### config.mk
export PLATFORM = sky130hd
export DESIGN_NAME = typed_scalar_to_float_and_int_flat
export DESIGN_NICKNAME = d
export VERILOG_FILES = /design/src/hdl/tsfi_pkg.sv /design/src/hdl/tsfi_stream_if.sv /design/src/hdl/tsfi_core.sv /design/src/hdl/typed_scalar_to_float_and_int.sv /design/src/flat_wrapper.sv
export SDC_FILE = /design/constraint.sdc
export NUM_CORES = 1
export LEC_CHECK = 0
export BUFFER_PORTS_ARGS = -buffer_cell sky130_fd_sc_hd__buf_4
export CORE_ASPECT_RATIO = 0.75
export CORE_MARGIN = 4
export CORE_UTILIZATION = 45
export DETAILED_ROUTE_END_ITERATION = 16
export PLACE_DENSITY = 0.7
export REMOVE_ABC_BUFFERS = 1
export SYNTH_ARGS = -nofsm -noshare
export SYNTH_HDL_FRONTEND = slang
export SYNTH_HIERARCHICAL = 1
export SYNTH_SLANG_ARGS = --single-unit
### constraint.sdc
create_clock -name clock -period 23.3 [get_ports clock]
set_clock_uncertainty 0.15 [all_clocks]
set_input_delay 5.825 -clock clock [delete_from_list [all_inputs] [get_ports clock]]
set_output_delay 5.825 -clock clock [all_outputs]
set_load 0.01 [all_outputs]
### src/hdl/tsfi_pkg.sv
`default_nettype none
package tsfi_pkg;

   localparam logic [2:0] TC_F32 = 3'd0;
   localparam logic [2:0] TC_F64 = 3'd1;
   localparam logic [2:0] TC_S8  = 3'd2;
   localparam logic [2:0] TC_U8  = 3'd3;
   localparam logic [2:0] TC_S16 = 3'd4;
   localparam logic [2:0] TC_U16 = 3'd5;
   localparam logic [2:0] TC_S32 = 3'd6;
   localparam logic [2:0] TC_U32 = 3'd7;

   typedef struct packed {
      logic [63:0] raw_bits;
      logic [2:0]  type_code;
   } req_type;

   typedef struct packed {
      logic [31:0]        float_bits;
      logic signed [31:0] int_value;
      logic               int_saturated;
   } rsp_type;

   // Unpacked float: sign, unbiased exponent, 53-bit mantissa (hidden bit at 52)
   typedef struct packed {
      logic               sign;
      logic               is_nan;
      logic               is_inf;
      logic               is_zero;
      logic               is_float;
      logic signed [12:0] exp;
      logic [52:0]        mant;
      logic [21:0]        nan_payload;
      logic               pass32;
      logic [31:0]        pass_bits;
      logic [31:0]        ival;
   } unp_type;

endpackage
`default_nettype wire

### src/hdl/tsfi_stream_if.sv
`default_nettype none
interface tsfi_req_if;
   logic              valid;
   logic              ready;
   tsfi_pkg::req_type payload;
   modport source (output valid, output payload, input ready);
   modport sink   (input valid, input payload, output ready);
endinterface

interface tsfi_rsp_if;
   logic              valid;
   logic              ready;
   tsfi_pkg::rsp_type payload;
   modport source (output valid, output payload, input ready);
   modport sink   (input valid, input payload, output ready);
endinterface
`default_nettype wire

### src/hdl/tsfi_core.sv
`default_nettype none
module tsfi_core (
   input  wire logic              clock,
   input  wire logic              reset,
   input  wire logic              advance,
   input  wire logic              in_valid,
   input  wire tsfi_pkg::req_type in_item,
   output logic                   out_valid,
   output tsfi_pkg::rsp_type      out_item
);

   // stage 1: unpack
   tsfi_pkg::unp_type s1_in, s1_ff;
   logic              v1_ff, v2_ff, v3_ff;

   logic [63:0] raw;
   logic [63:0] mag;
   logic        neg;
   logic [5:0]  lz;
   logic        found;

   always_comb begin
      raw = in_item.raw_bits;
      s1_in = '0;
      neg = 1'b0;
      mag = '0;
      case (in_item.type_code)
         tsfi_pkg::TC_F32: begin
            s1_in.is_float  = 1'b1;
            s1_in.pass32    = 1'b1;
            s1_in.pass_bits = raw[31:0];
            s1_in.sign      = raw[31];
            s1_in.is_nan    = (raw[30:23] == 8'hFF) && (raw[22:0] != '0);
            s1_in.is_inf    = (raw[30:23] == 8'hFF) && (raw[22:0] == '0);
            s1_in.is_zero   = (raw[30:0] == '0);
            if (raw[30:23] == 8'd0) begin
               s1_in.exp  = -13'sd126;
               s1_in.mant = {1'b0, raw[22:0], 29'd0};
            end else begin
               s1_in.exp  = $signed({5'd0, raw[30:23]}) - 13'sd127;
               s1_in.mant = {1'b1, raw[22:0], 29'd0};
            end
         end
         tsfi_pkg::TC_F64: begin
            s1_in.is_float    = 1'b1;
            s1_in.sign        = raw[63];
            s1_in.is_nan      = (raw[62:52] == 11'h7FF) && (raw[51:0] != '0);
            s1_in.is_inf      = (raw[62:52] == 11'h7FF) && (raw[51:0] == '0);
            s1_in.is_zero     = (raw[62:0] == '0);
            s1_in.nan_payload = raw[50:29];
            if (raw[62:52] == 11'd0) begin
               s1_in.exp  = -13'sd1022;
               s1_in.mant = {1'b0, raw[51:0]};
            end else begin
               s1_in.exp  = $signed({2'd0, raw[62:52]}) - 13'sd1023;
               s1_in.mant = {1'b1, raw[51:0]};
            end
         end
         default: begin
            case (in_item.type_code)
               tsfi_pkg::TC_S8:  begin neg = raw[7];  mag = neg ? 64'(-$signed(raw[7:0]))
                                                             : {56'd0, raw[7:0]}; end
               tsfi_pkg::TC_U8:  mag = {56'd0, raw[7:0]};
               tsfi_pkg::TC_S16: begin neg = raw[15]; mag = neg ? 64'(-$signed(raw[15:0]))
                                                              : {48'd0, raw[15:0]}; end
               tsfi_pkg::TC_U16: mag = {48'd0, raw[15:0]};
               tsfi_pkg::TC_S32: begin neg = raw[31]; mag = neg ? 64'(-$signed(raw[31:0]))
                                                              : {32'd0, raw[31:0]}; end
               default:          mag = {32'd0, raw[31:0]};
            endcase
            s1_in.sign    = neg;
            s1_in.is_zero = (mag[31:0] == '0);
            s1_in.ival    = neg ? -mag[31:0] : mag[31:0];
            // integer m * 2^0 expressed with point after bit 52: value = mag[31:0] * 2^-52 * 2^52
            s1_in.exp  = 13'sd52;
            s1_in.mant = {21'd0, mag[31:0]};
         end
      endcase
   end

   // stage 2: normalize (leading zero count over 53 bits)
   tsfi_pkg::unp_type s2_ff;
   logic [52:0]        nmant;
   logic signed [12:0] nexp;

   always_comb begin
      lz = '0;
      found = 1'b0;
      for (int i = 52; i >= 0; i--) begin
         if (!found && s1_ff.mant[i]) begin
            found = 1'b1;
            lz = 6'(52 - i);
         end
      end
      nmant = s1_ff.mant << lz;
      nexp  = s1_ff.exp - $signed({7'd0, lz});
   end

   // stage 3: round to binary32 and truncate to int32
   logic [31:0]        f_in;
   logic [31:0]        i_in;
   logic               sat_in;
   logic signed [12:0] e;
   logic [7:0]         shr;
   logic [54:0]        ext;
   logic [54:0]        shifted;
   logic               sticky;
   logic [23:0]        kept;
   logic               g, st;
   logic [24:0]        rnd;
   logic [8:0]         bexp;
   logic [31:0]        imag;
   logic [31:0]        f3_ff, i3_ff;
   logic               sat3_ff;

   always_comb begin
      e = s2_ff.exp;
      f_in = '0;
      ext = '0; shifted = '0; sticky = 1'b0; kept = '0; g = 1'b0; st = 1'b0;
      rnd = '0; bexp = '0; shr = '0;
      imag = '0;
      // float result
      if (s2_ff.pass32) begin
         f_in = s2_ff.pass_bits;
      end else if (s2_ff.is_nan) begin
         f_in = {s2_ff.sign, 9'h1FF, s2_ff.nan_payload};
      end else if (s2_ff.is_inf || e > 13'sd127) begin
         f_in = {s2_ff.sign, 8'hFF, 23'd0};
      end else if (s2_ff.is_zero) begin
         f_in = {s2_ff.sign, 31'd0};
      end else begin
         // normal keeps 24 bits; subnormal shifts right by (-126 - e), capped at 40
         if (e < -13'sd126)
            shr = ((-13'sd126 - e) > 13'sd40) ? 8'd40 : 8'(-13'sd126 - e);
         ext = {s2_ff.mant, 2'b00};
         shifted = ext >> shr;
         sticky = 1'b0;
         for (int k = 0; k < 55; k++)
            if (k < 29 + 32'(shr) && ext[k]) sticky = 1'b1;
         kept = shifted[54:31];
         g    = shifted[30];
         st   = sticky || (shifted[29:0] != '0);
         rnd  = {1'b0, kept} + 25'(g && (st || kept[0]));
         if (e < -13'sd126)
            bexp = {8'd0, rnd[23]};
         else
            bexp = 9'(e + 13'sd127) + 9'(rnd[24]);
         if (bexp >= 9'd255)
            f_in = {s2_ff.sign, 8'hFF, 23'd0};
         else
            f_in = {s2_ff.sign, bexp[7:0], rnd[24] ? rnd[23:1] : rnd[22:0]};
      end
      // integer result
      sat_in = 1'b0;
      i_in = '0;
      if (!s2_ff.is_float) begin
         i_in = s2_ff.ival;
      end else if (s2_ff.is_nan) begin
         sat_in = 1'b1;
      end else if (s2_ff.is_inf || e > 13'sd31 ||
                   (e == 13'sd31 && !(s2_ff.sign && s2_ff.mant[51:21] == '0))) begin
         sat_in = 1'b1;
         i_in = s2_ff.sign ? 32'h8000_0000 : 32'h7FFF_FFFF;
      end else if (!s2_ff.is_zero && e >= 13'sd0) begin
         imag = 32'(s2_ff.mant >> (6'd52 - 6'(e)));
         i_in = s2_ff.sign ? -imag : imag;
      end
   end

   always_ff @(posedge clock) begin
      if (reset) begin
         v1_ff <= 1'b0; v2_ff <= 1'b0; v3_ff <= 1'b0;
      end else if (advance) begin
         v1_ff <= in_valid; v2_ff <= v1_ff; v3_ff <= v2_ff;
      end
   end

   tsfi_pkg::unp_type s2_in;
   always_comb begin
      s2_in = s1_ff;
      s2_in.mant = nmant;
      s2_in.exp  = nexp;
   end

   always_ff @(posedge clock) begin
      if (advance) begin
         s1_ff   <= s1_in;
         s2_ff   <= s2_in;
         f3_ff   <= f_in;
         i3_ff   <= i_in;
         sat3_ff <= sat_in;
      end
   end

   assign out_valid = v3_ff;
   assign out_item  = '{float_bits: f3_ff, int_value: $signed(i3_ff), int_saturated: sat3_ff};

endmodule
`default_nettype wire

### src/hdl/typed_scalar_to_float_and_int.sv
// Throughput: one item per cycle; three register stages (unpack,
// normalize, round/truncate) advance together and hold on a stall.
// Reset: synchronous, active high; clears the stage valid bits only.
`default_nettype none
module typed_scalar_to_float_and_int (
   input wire logic   clock,
   input wire logic   reset,
   tsfi_req_if.sink   req,
   tsfi_rsp_if.source rsp
);

   logic advance;

   assign advance   = !rsp.valid || rsp.ready;
   assign req.ready = advance;

   tsfi_core u_core (
      .clock     (clock),
      .reset     (reset),
      .advance   (advance),
      .in_valid  (req.valid),
      .in_item   (req.payload),
      .out_valid (rsp.valid),
      .out_item  (rsp.payload)
   );

endmodule
`default_nettype wire

### src/flat_wrapper.sv
// flat-port wrapper written by rule: the top's interface ports become plain ports
module typed_scalar_to_float_and_int_flat 
  (clock, reset, req_valid, req_payload, req_ready, rsp_valid, rsp_payload, rsp_ready);
  tsfi_req_if req_i ();
  tsfi_rsp_if rsp_i ();
  input wire logic clock;
  input wire logic reset;
  input wire logic [$bits(req_i.valid)-1:0] req_valid;
  input wire logic [$bits(req_i.payload)-1:0] req_payload;
  output wire logic [$bits(req_i.ready)-1:0] req_ready;
  output wire logic [$bits(rsp_i.valid)-1:0] rsp_valid;
  output wire logic [$bits(rsp_i.payload)-1:0] rsp_payload;
  input wire logic [$bits(rsp_i.ready)-1:0] rsp_ready;
  assign req_i.valid = req_valid;
  assign req_i.payload = req_payload;
  assign req_ready = req_i.ready;
  assign rsp_valid = rsp_i.valid;
  assign rsp_payload = rsp_i.payload;
  assign rsp_i.ready = rsp_ready;
  typed_scalar_to_float_and_int u_core (.clock(clock), .reset(reset), .req(req_i), .rsp(rsp_i));
endmodule
==> flow_metrics.env, run 1 <==
export IMPL_synth_compound_area_share_pct=19.0
export IMPL_track_usage_pct=29.9
export IMPL_die_x_um=303
export IMPL_drt_iter0_drc=4109
export IMPL_via_count=26800
export IMPL_setup_tns_ns=0
export IMPL_drt_pre_antenna_iters=7
export IMPL_cts_tree="built"
export IMPL_die_h_um=229
export IMPL_place_inst=3957
export IMPL_synth_edf_count=380
export IMPL_p_switching_uw=2150
export IMPL_yosysWarnings=6
export IMPL_cts_resized_gates=0
export IMPL_critPathMaxFanout=55
export IMPL_comb_power_share_pct=59.3
export IMPL_drt_total_wl_mm=108
export IMPL_hold_depth=0
export IMPL_timing_hold_ws_ns=0.263
export IMPL_worstPathArrival_ns=6.82
export IMPL_pwr_share_clk_pct=13.8
export IMPL_hold_class="reg2reg"
export IMPL_r2r_end="u_core/u_core/f3_ff[4]"
export IMPL_synth_seq_area_share_pct=39.1
export IMPL_io_buffers=137
export IMPL_gp_congestion=1.06
export IMPL_num_rows=80
export IMPL_antenna_cells=0
export IMPL_fin_cells=4020
export IMPL_clock_fmax_ghz=0.0782
export IMPL_synth_cell_types=116
export IMPL_slew_headroom_pct=23.6
export IMPL_routed_via_density=6.67
export IMPL_top_level_ports=138
export IMPL_utilization_pct=50.2
export IMPL_synth_area_um2=29300
export IMPL_nets=3232
export IMPL_r2r_start="u_core/u_core/e[0]"
export IMPL_cp_required_ns=17.33
export IMPL_core_area_um2=64100
export IMPL_crit_type="in2out"
export IMPL_synth_xor_area_share_pct=4.16
export IMPL_final_max_slew_viol_count=0
export IMPL_hpwlAfterDp_mm=81.0
export IMPL_layout_common_cells="edfxtp_1, nand2_1, nor2_1"
export IMPL_avgRoutedWirePerCell_um=26.9
export IMPL_start_kind="input port"
export IMPL_holdBufCountCts=0
export IMPL_cts_made_buffers=36
export IMPL_p_leak_uw=0.0126
export IMPL_r2r_slack_ns=13.40
export IMPL_cellInternalPower_uw=2210
export IMPL_final_hold_viol_count=0
export IMPL_antenna_found_initial=5
export IMPL_cts_setup_buffers=0
export IMPL_avgSynthCellArea_um2=9.34
export IMPL_yosys_area_share_simple_pct=18.9
export IMPL_rsz0062_at_grt="false"
export IMPL_hp_start="u_core/u_core/s1_ff[81]"
export IMPL_postSynthCellCount=3142
export IMPL_async_reset_ff_share_pct=0
export IMPL_worst_skew_pair_late_latency_ns=0.55
export IMPL_period_share_pct=54.9
export IMPL_cts_htree_levels=2
export IMPL_outcome="completed"
export IMPL_muxShareOfSynthArea_pct=13.1
export IMPL_layout_drive_gt1_share_pct=13.9
export IMPL_clkSinkCount=383
export IMPL_syn2layout_area_growth_pct=9.54
export IMPL_cp_end_kind="output port"
export IMPL_grt_max_degree=184
export IMPL_period_minus_slack_ns=12.79
export IMPL_seqPwrFrac_pct=26.9
export IMPL_synth_top_family_by_area="compound AO/OA/AOI/OAI gates"
export IMPL_powerDensity_nw_per_um2=136
export IMPL_mostFrequentLayoutCell="edfxtp_1"
export IMPL_grt_pass1_vias=23900
export IMPL_cts_root_buf="clkbuf_16"
export IMPL_synth_fa_ha_area_share_pct=1.18
export IMPL_cap_violations=0
export IMPL_worstMarginPinSlew_ns=1.15
export IMPL_synth_seq_cells=383
export IMPL_drc=0
export IMPL_ant_nets=0
export IMPL_vdd_drop_max_mv=0.234
export IMPL_max_clock_path_buffers=3
export IMPL_start_util_pct=45.8
export IMPL_min_to="u_core/u_core/s2_ff[81]"
export IMPL_swShare_pct=49.3
export IMPL_grt_pass1_wl_mm=158
export IMPL_grt_overflow=0
export IMPL_ys_flop_type="edfxtp_1"
export IMPL_setup_viol=0
export IMPL_dieArea_um2=69400
export IMPL_path_clk_slew_ns=0.07
export IMPL_reg2regPathDepth=29
-- synth_stat cells, drive strengths merged, types with 63 or more instances --
master / number / area, um^2
nor3: 96 / 524
o21ai: 181 / 925
nand3: 84 / 420
mux2i: 225 / 2250
nor2: 303 / 1140
and3: 63 / 394
inv: 90 / 338
xnor2: 74 / 671
a21oi: 202 / 1030
edfxtp: 380 / 11400
clkbuf: 158 / 593
buf: 79 / 427
nand2: 337 / 1270
-- metal layers --
metal,track usage [%],vias to the layer above,share of wire [%]
met5,0,-,0.014
met4,7.26,2,3.1
met3,12.4,268,16
met2,41.0,1864,40
met1,43.7,12800,41
li1,-,11900,-
-- power by group through the flow --
stage | clock network [uW] | logic, uW | registers [uW]
3_5_place_dp | 0 | 2500 | 1150
2_1_floorplan | 0 | 1780 | 1060
6_report | 600 | 2580 | 1170
4_1_cts | 606 | 2510 | 1140
5_1_grt | 635 | 2760 | 1170
3_3_place_gp | 0 | 2490 | 1150
-- final cells by class --
type,instances,area [um^2]
fillers,5875,31900
multi-input cells,2431,16600
flip-flops and latches,383,11500
repair buffers,191,1450
well taps,861,1080
clock buffers,41,941
inverters,91,342
clock inverters,22,224
-- worst max-delay path by stage --
stage / to / slack [ns] / start / cells past startpoint
after floorplan: req_ready / 2.26 / rsp_ready / 1
after global placement: req_ready / 10.53 / rsp_ready / 3
after detailed placement: req_ready / 10.52 / rsp_ready / 3
after CTS: req_ready / 10.52 / rsp_ready / 3
after global routing: req_ready / 10.44 / rsp_ready / 3
final: req_ready / 10.51 / rsp_ready / 3
-- stage by stage --
| stage | area, um^2 | total power (uW) | worst slack [ns] |
|---|---|---|---|
| after CTS | 32100 | 4260 | 10.52 |
| after global placement | 31000 | 3640 | 10.53 |
| final | 32100 | 4360 | 10.51 |
| after global routing | 32100 | 4560 | 10.44 |
| after floorplan | 28300 | 2840 | 2.26 |
| after detailed placement | 31000 | 3650 | 10.52 |
-- critical path, stage by stage --
cell and delay (ns):
buf_4 0.07, nand2b_4 0.56, buf_4 0.33
-- cells by family after synthesis --
kind of cell | count (synthesis)
AND/OR/NAND/NOR | 1138
AO/OA/AOI/OAI | 820
buffers and inverters | 328
flip-flops | 383
XOR/XNOR | 136
adder cells (fa/ha/maj) | 27
multiplexers | 310
-- state kept, by name, summed over array words and instances, names as in the netlist --
register and cells:
u_core/u_core/f3_ff 32, u_core/u_core/e 13, u_core/u_core/sat3_ff 1, u_core/u_core/v1_ff 1, u_core/u_core/s2_ff 145, u_core/u_core/v2_ff 1
u_core/u_core/i3_ff 32, u_core/u_core/out_valid 1, u_core/u_core/s1_ff 157
Note: power is estimated with default switching activity, not from simulation.
==> inputs of run 2 (changes only) <==
--- a/config.mk
+++ b/config.mk
@@ -10,7 +10,7 @@
 export CORE_MARGIN = 4
 export CORE_UTILIZATION = 45
 export DETAILED_ROUTE_END_ITERATION = 16
-export PLACE_DENSITY = 0.7
+export PLACE_DENSITY = 0.73
 export REMOVE_ABC_BUFFERS = 1
 export SYNTH_ARGS = -nofsm -noshare
 export SYNTH_HDL_FRONTEND = slang
==> constraint.sdc (replaced) <==
create_clock -name clock -period 10.25 [get_ports clock]
set_clock_uncertainty 0.15 [all_clocks]
set_input_delay 2.5625 -clock clock [delete_from_list [all_inputs] [get_ports clock]]
set_output_delay 2.5625 -clock clock [all_outputs]
set_load 0.01 [all_outputs]
==> run 2 against run 1 <==
Sequential share of layout area decreased by 0.17 points; core utilization is 0.23 points higher; worst setup slack lost 9.5 ns; via count up 1.0%; critical path depth increased by 25; sequential power rose by 130%; clock power is 130% higher; die area did not move; hold slack improved by 0.00079 ns; combinational power rose by 140%; first-iteration DRC count rose by 8.8%.
==> flow_metrics.env, run 2 (synthesis gave the netlist of run 1 again) <==
export IMPL_outcome="completed"
export IMPL_grt_overflow=0
export IMPL_crit_type="reg2reg"
export IMPL_totalPowerFinal_uw=10200
export IMPL_r2r_slack_ns=1.03
export IMPL_drt_pre_antenna_iters=8
export IMPL_powerDensity_nw_per_um2=317
export IMPL_gp_congestion=1.10
export IMPL_top_regs="u_core/u_core/s1_ff x157, u_core/u_core/s2_ff x145"
export IMPL_fin_area_um2=32300
export IMPL_core_area_um2=64100
export IMPL_critPathMaxFanout=10
export IMPL_cts_root_buf="clkbuf_16"
export IMPL_cp_required_ns=10.40
export IMPL_slowest_delay_ns=0.84
export IMPL_cp_end_kind="flop"
export IMPL_cts_setup_buffers=0
export IMPL_clkSinkCount=383
export IMPL_fin_cells=4034
export IMPL_top_level_ports=138
export IMPL_hpwlAfterDp_mm=89.0
export IMPL_met2WireLength_mm=46.1
export IMPL_drc=0
export IMPL_place_area_um2=31100
export IMPL_start_kind="flop"
export IMPL_p_leak_uw=0.0127
export IMPL_rsz0062_at_grt="false"
export IMPL_place_inst=3964
export IMPL_die_x_um=303
export IMPL_place_ws_ns=1.34
export IMPL_period_minus_slack_ns=9.22
export IMPL_worst_skew_pair_late_latency_ns=0.56
export IMPL_setup_viol=0
export IMPL_crit_end="u_core/u_core/f3_ff[18]"
export IMPL_top_layer="met5"
export IMPL_hold_class="reg2reg"
export IMPL_holdBufCountCts=0
export IMPL_start_util_pct=45.8
export IMPL_grt_pass1_wl_mm=170
export IMPL_avgRoutedWirePerCell_um=29.2
export IMPL_cts_made_buffers=38
export IMPL_num_rows=80
export IMPL_final_hold_viol_count=0
export IMPL_final_max_slew_viol_count=0
export IMPL_nets=3242
export IMPL_io_buffers=137
export IMPL_layout_common_cells="edfxtp_1, nand2_1, nor2_1"
export IMPL_syn2layout_area_growth_pct=10.1
export IMPL_cts_resized_gates=0
export IMPL_wl_met1_mm=49.8
export IMPL_period_share_pct=89.9
export IMPL_mostFrequentLayoutCell="edfxtp_1"
export IMPL_ant_nets=0
export IMPL_die_h_um=229
export IMPL_max_clock_path_buffers=3
export IMPL_clock_fmax_ghz=0.108
export IMPL_cap_violations=0
export IMPL_startpoint="u_core/u_core/e[1]"
export IMPL_vdd_drop_max_mv=0.262
export IMPL_antenna_found_initial=6
export IMPL_drt_total_wl_mm=118
export IMPL_cts_tree="built"
export IMPL_cts_htree_levels=2
export IMPL_worstPathArrival_ns=9.37
export IMPL_crit_slowest_cell="o211ai_1"
export IMPL_reg2regPathDepth=28
export IMPL_postLayoutSetupSlackWorst_ns=1.03
export IMPL_worstMarginPinSlew_ns=1.29
export IMPL_routed_via_density=6.71
export IMPL_r2r_end="u_core/u_core/f3_ff[18]"
export IMPL_hp_start="u_core/u_core/s1_ff[3]"
export IMPL_largest_reg_flops=157
export IMPL_via_count=27100
export IMPL_utilization_pct=50.4
export IMPL_r2r_start="u_core/u_core/e[1]"
export IMPL_grt_max_degree=90
export IMPL_wl_met3_mm=19.5
export IMPL_slew_headroom_pct=13.8
export IMPL_top_register="u_core/u_core/s1_ff"
export IMPL_path_clk_slew_ns=0.06
export IMPL_layout_drive_gt1_share_pct=14.3
export IMPL_dieArea_um2=69400
export IMPL_grt_pass1_vias=24500
export IMPL_drt_iter0_drc=4469
export IMPL_track_usage_pct=32.7
[run 2: cell count changes in the layout (fill, tap and decap cells not counted), moves of 2 or more]
cell / delta
diode_2: +2
buf_4: +8
clkinv_4: +3
xnor2_2: -3
clkinv_2: -2
clkbuf_16: +2
clkinvlp_4: -2
xnor2_4: +3
bufinv_16: -2
inv_6: +2
[run 2: worst max-delay path: cells and delay by family (launching register included)]
family	cells	cell delay [ns]
AOI/OAI and AO/OA	11	3.53
and+or+nand+nor	11	2.52
adders and majority gates	4	1.26
xor gates and xnor gates	2	0.91
DFF	1	0.59
[run 2: through the flow]
step,TNS (ns),hold slack (ns)
6_report,0,0.264
3_3_place_gp,0,0.250
3_5_place_dp,0,0.255
2_1_floorplan,-1027.78,0.250
5_1_grt,0,0.272
4_1_cts,0,0.264
[run 2: layout make-up]
type / instances / area (um^2)
Sequential cell: 383 / 11500
Clock inverter: 23 / 219
Fill cell: 5929 / 31800
Inverter: 91 / 342
Antenna cell: 2 / 5.00
Multi-Input combinational cell: 2431 / 16700
Clock buffer: 44 / 995
Tap cell: 861 / 1080
Timing Repair Buffer: 199 / 1490
[run 2: worst min-delay path by stage]
stage	to	cells after the start
6_report	u_core/u_core/s2_ff[3]	0
5_1_grt	u_core/u_core/s2_ff[34]	0
4_1_cts	u_core/u_core/s2_ff[50]	0
3_5_place_dp	u_core/u_core/s2_ff[13]	0
3_3_place_gp	u_core/u_core/s2_ff[59]	0
2_1_floorplan	u_core/u_core/s2_ff[0]	0
[run 2: power by group]
group          switching [uW]  internal (uW)
Sequential                614           2050
Clock                     628            761
Combinational            3950           2230
[run 2: routing by layer]
metal / vias up / global-route usage, %
met5: - / 0.210
met3: 186 / 14.6
met4: 4 / 6.04
li1: 11900 / -
met1: 13100 / 48.7
met2: 1946 / 43.8
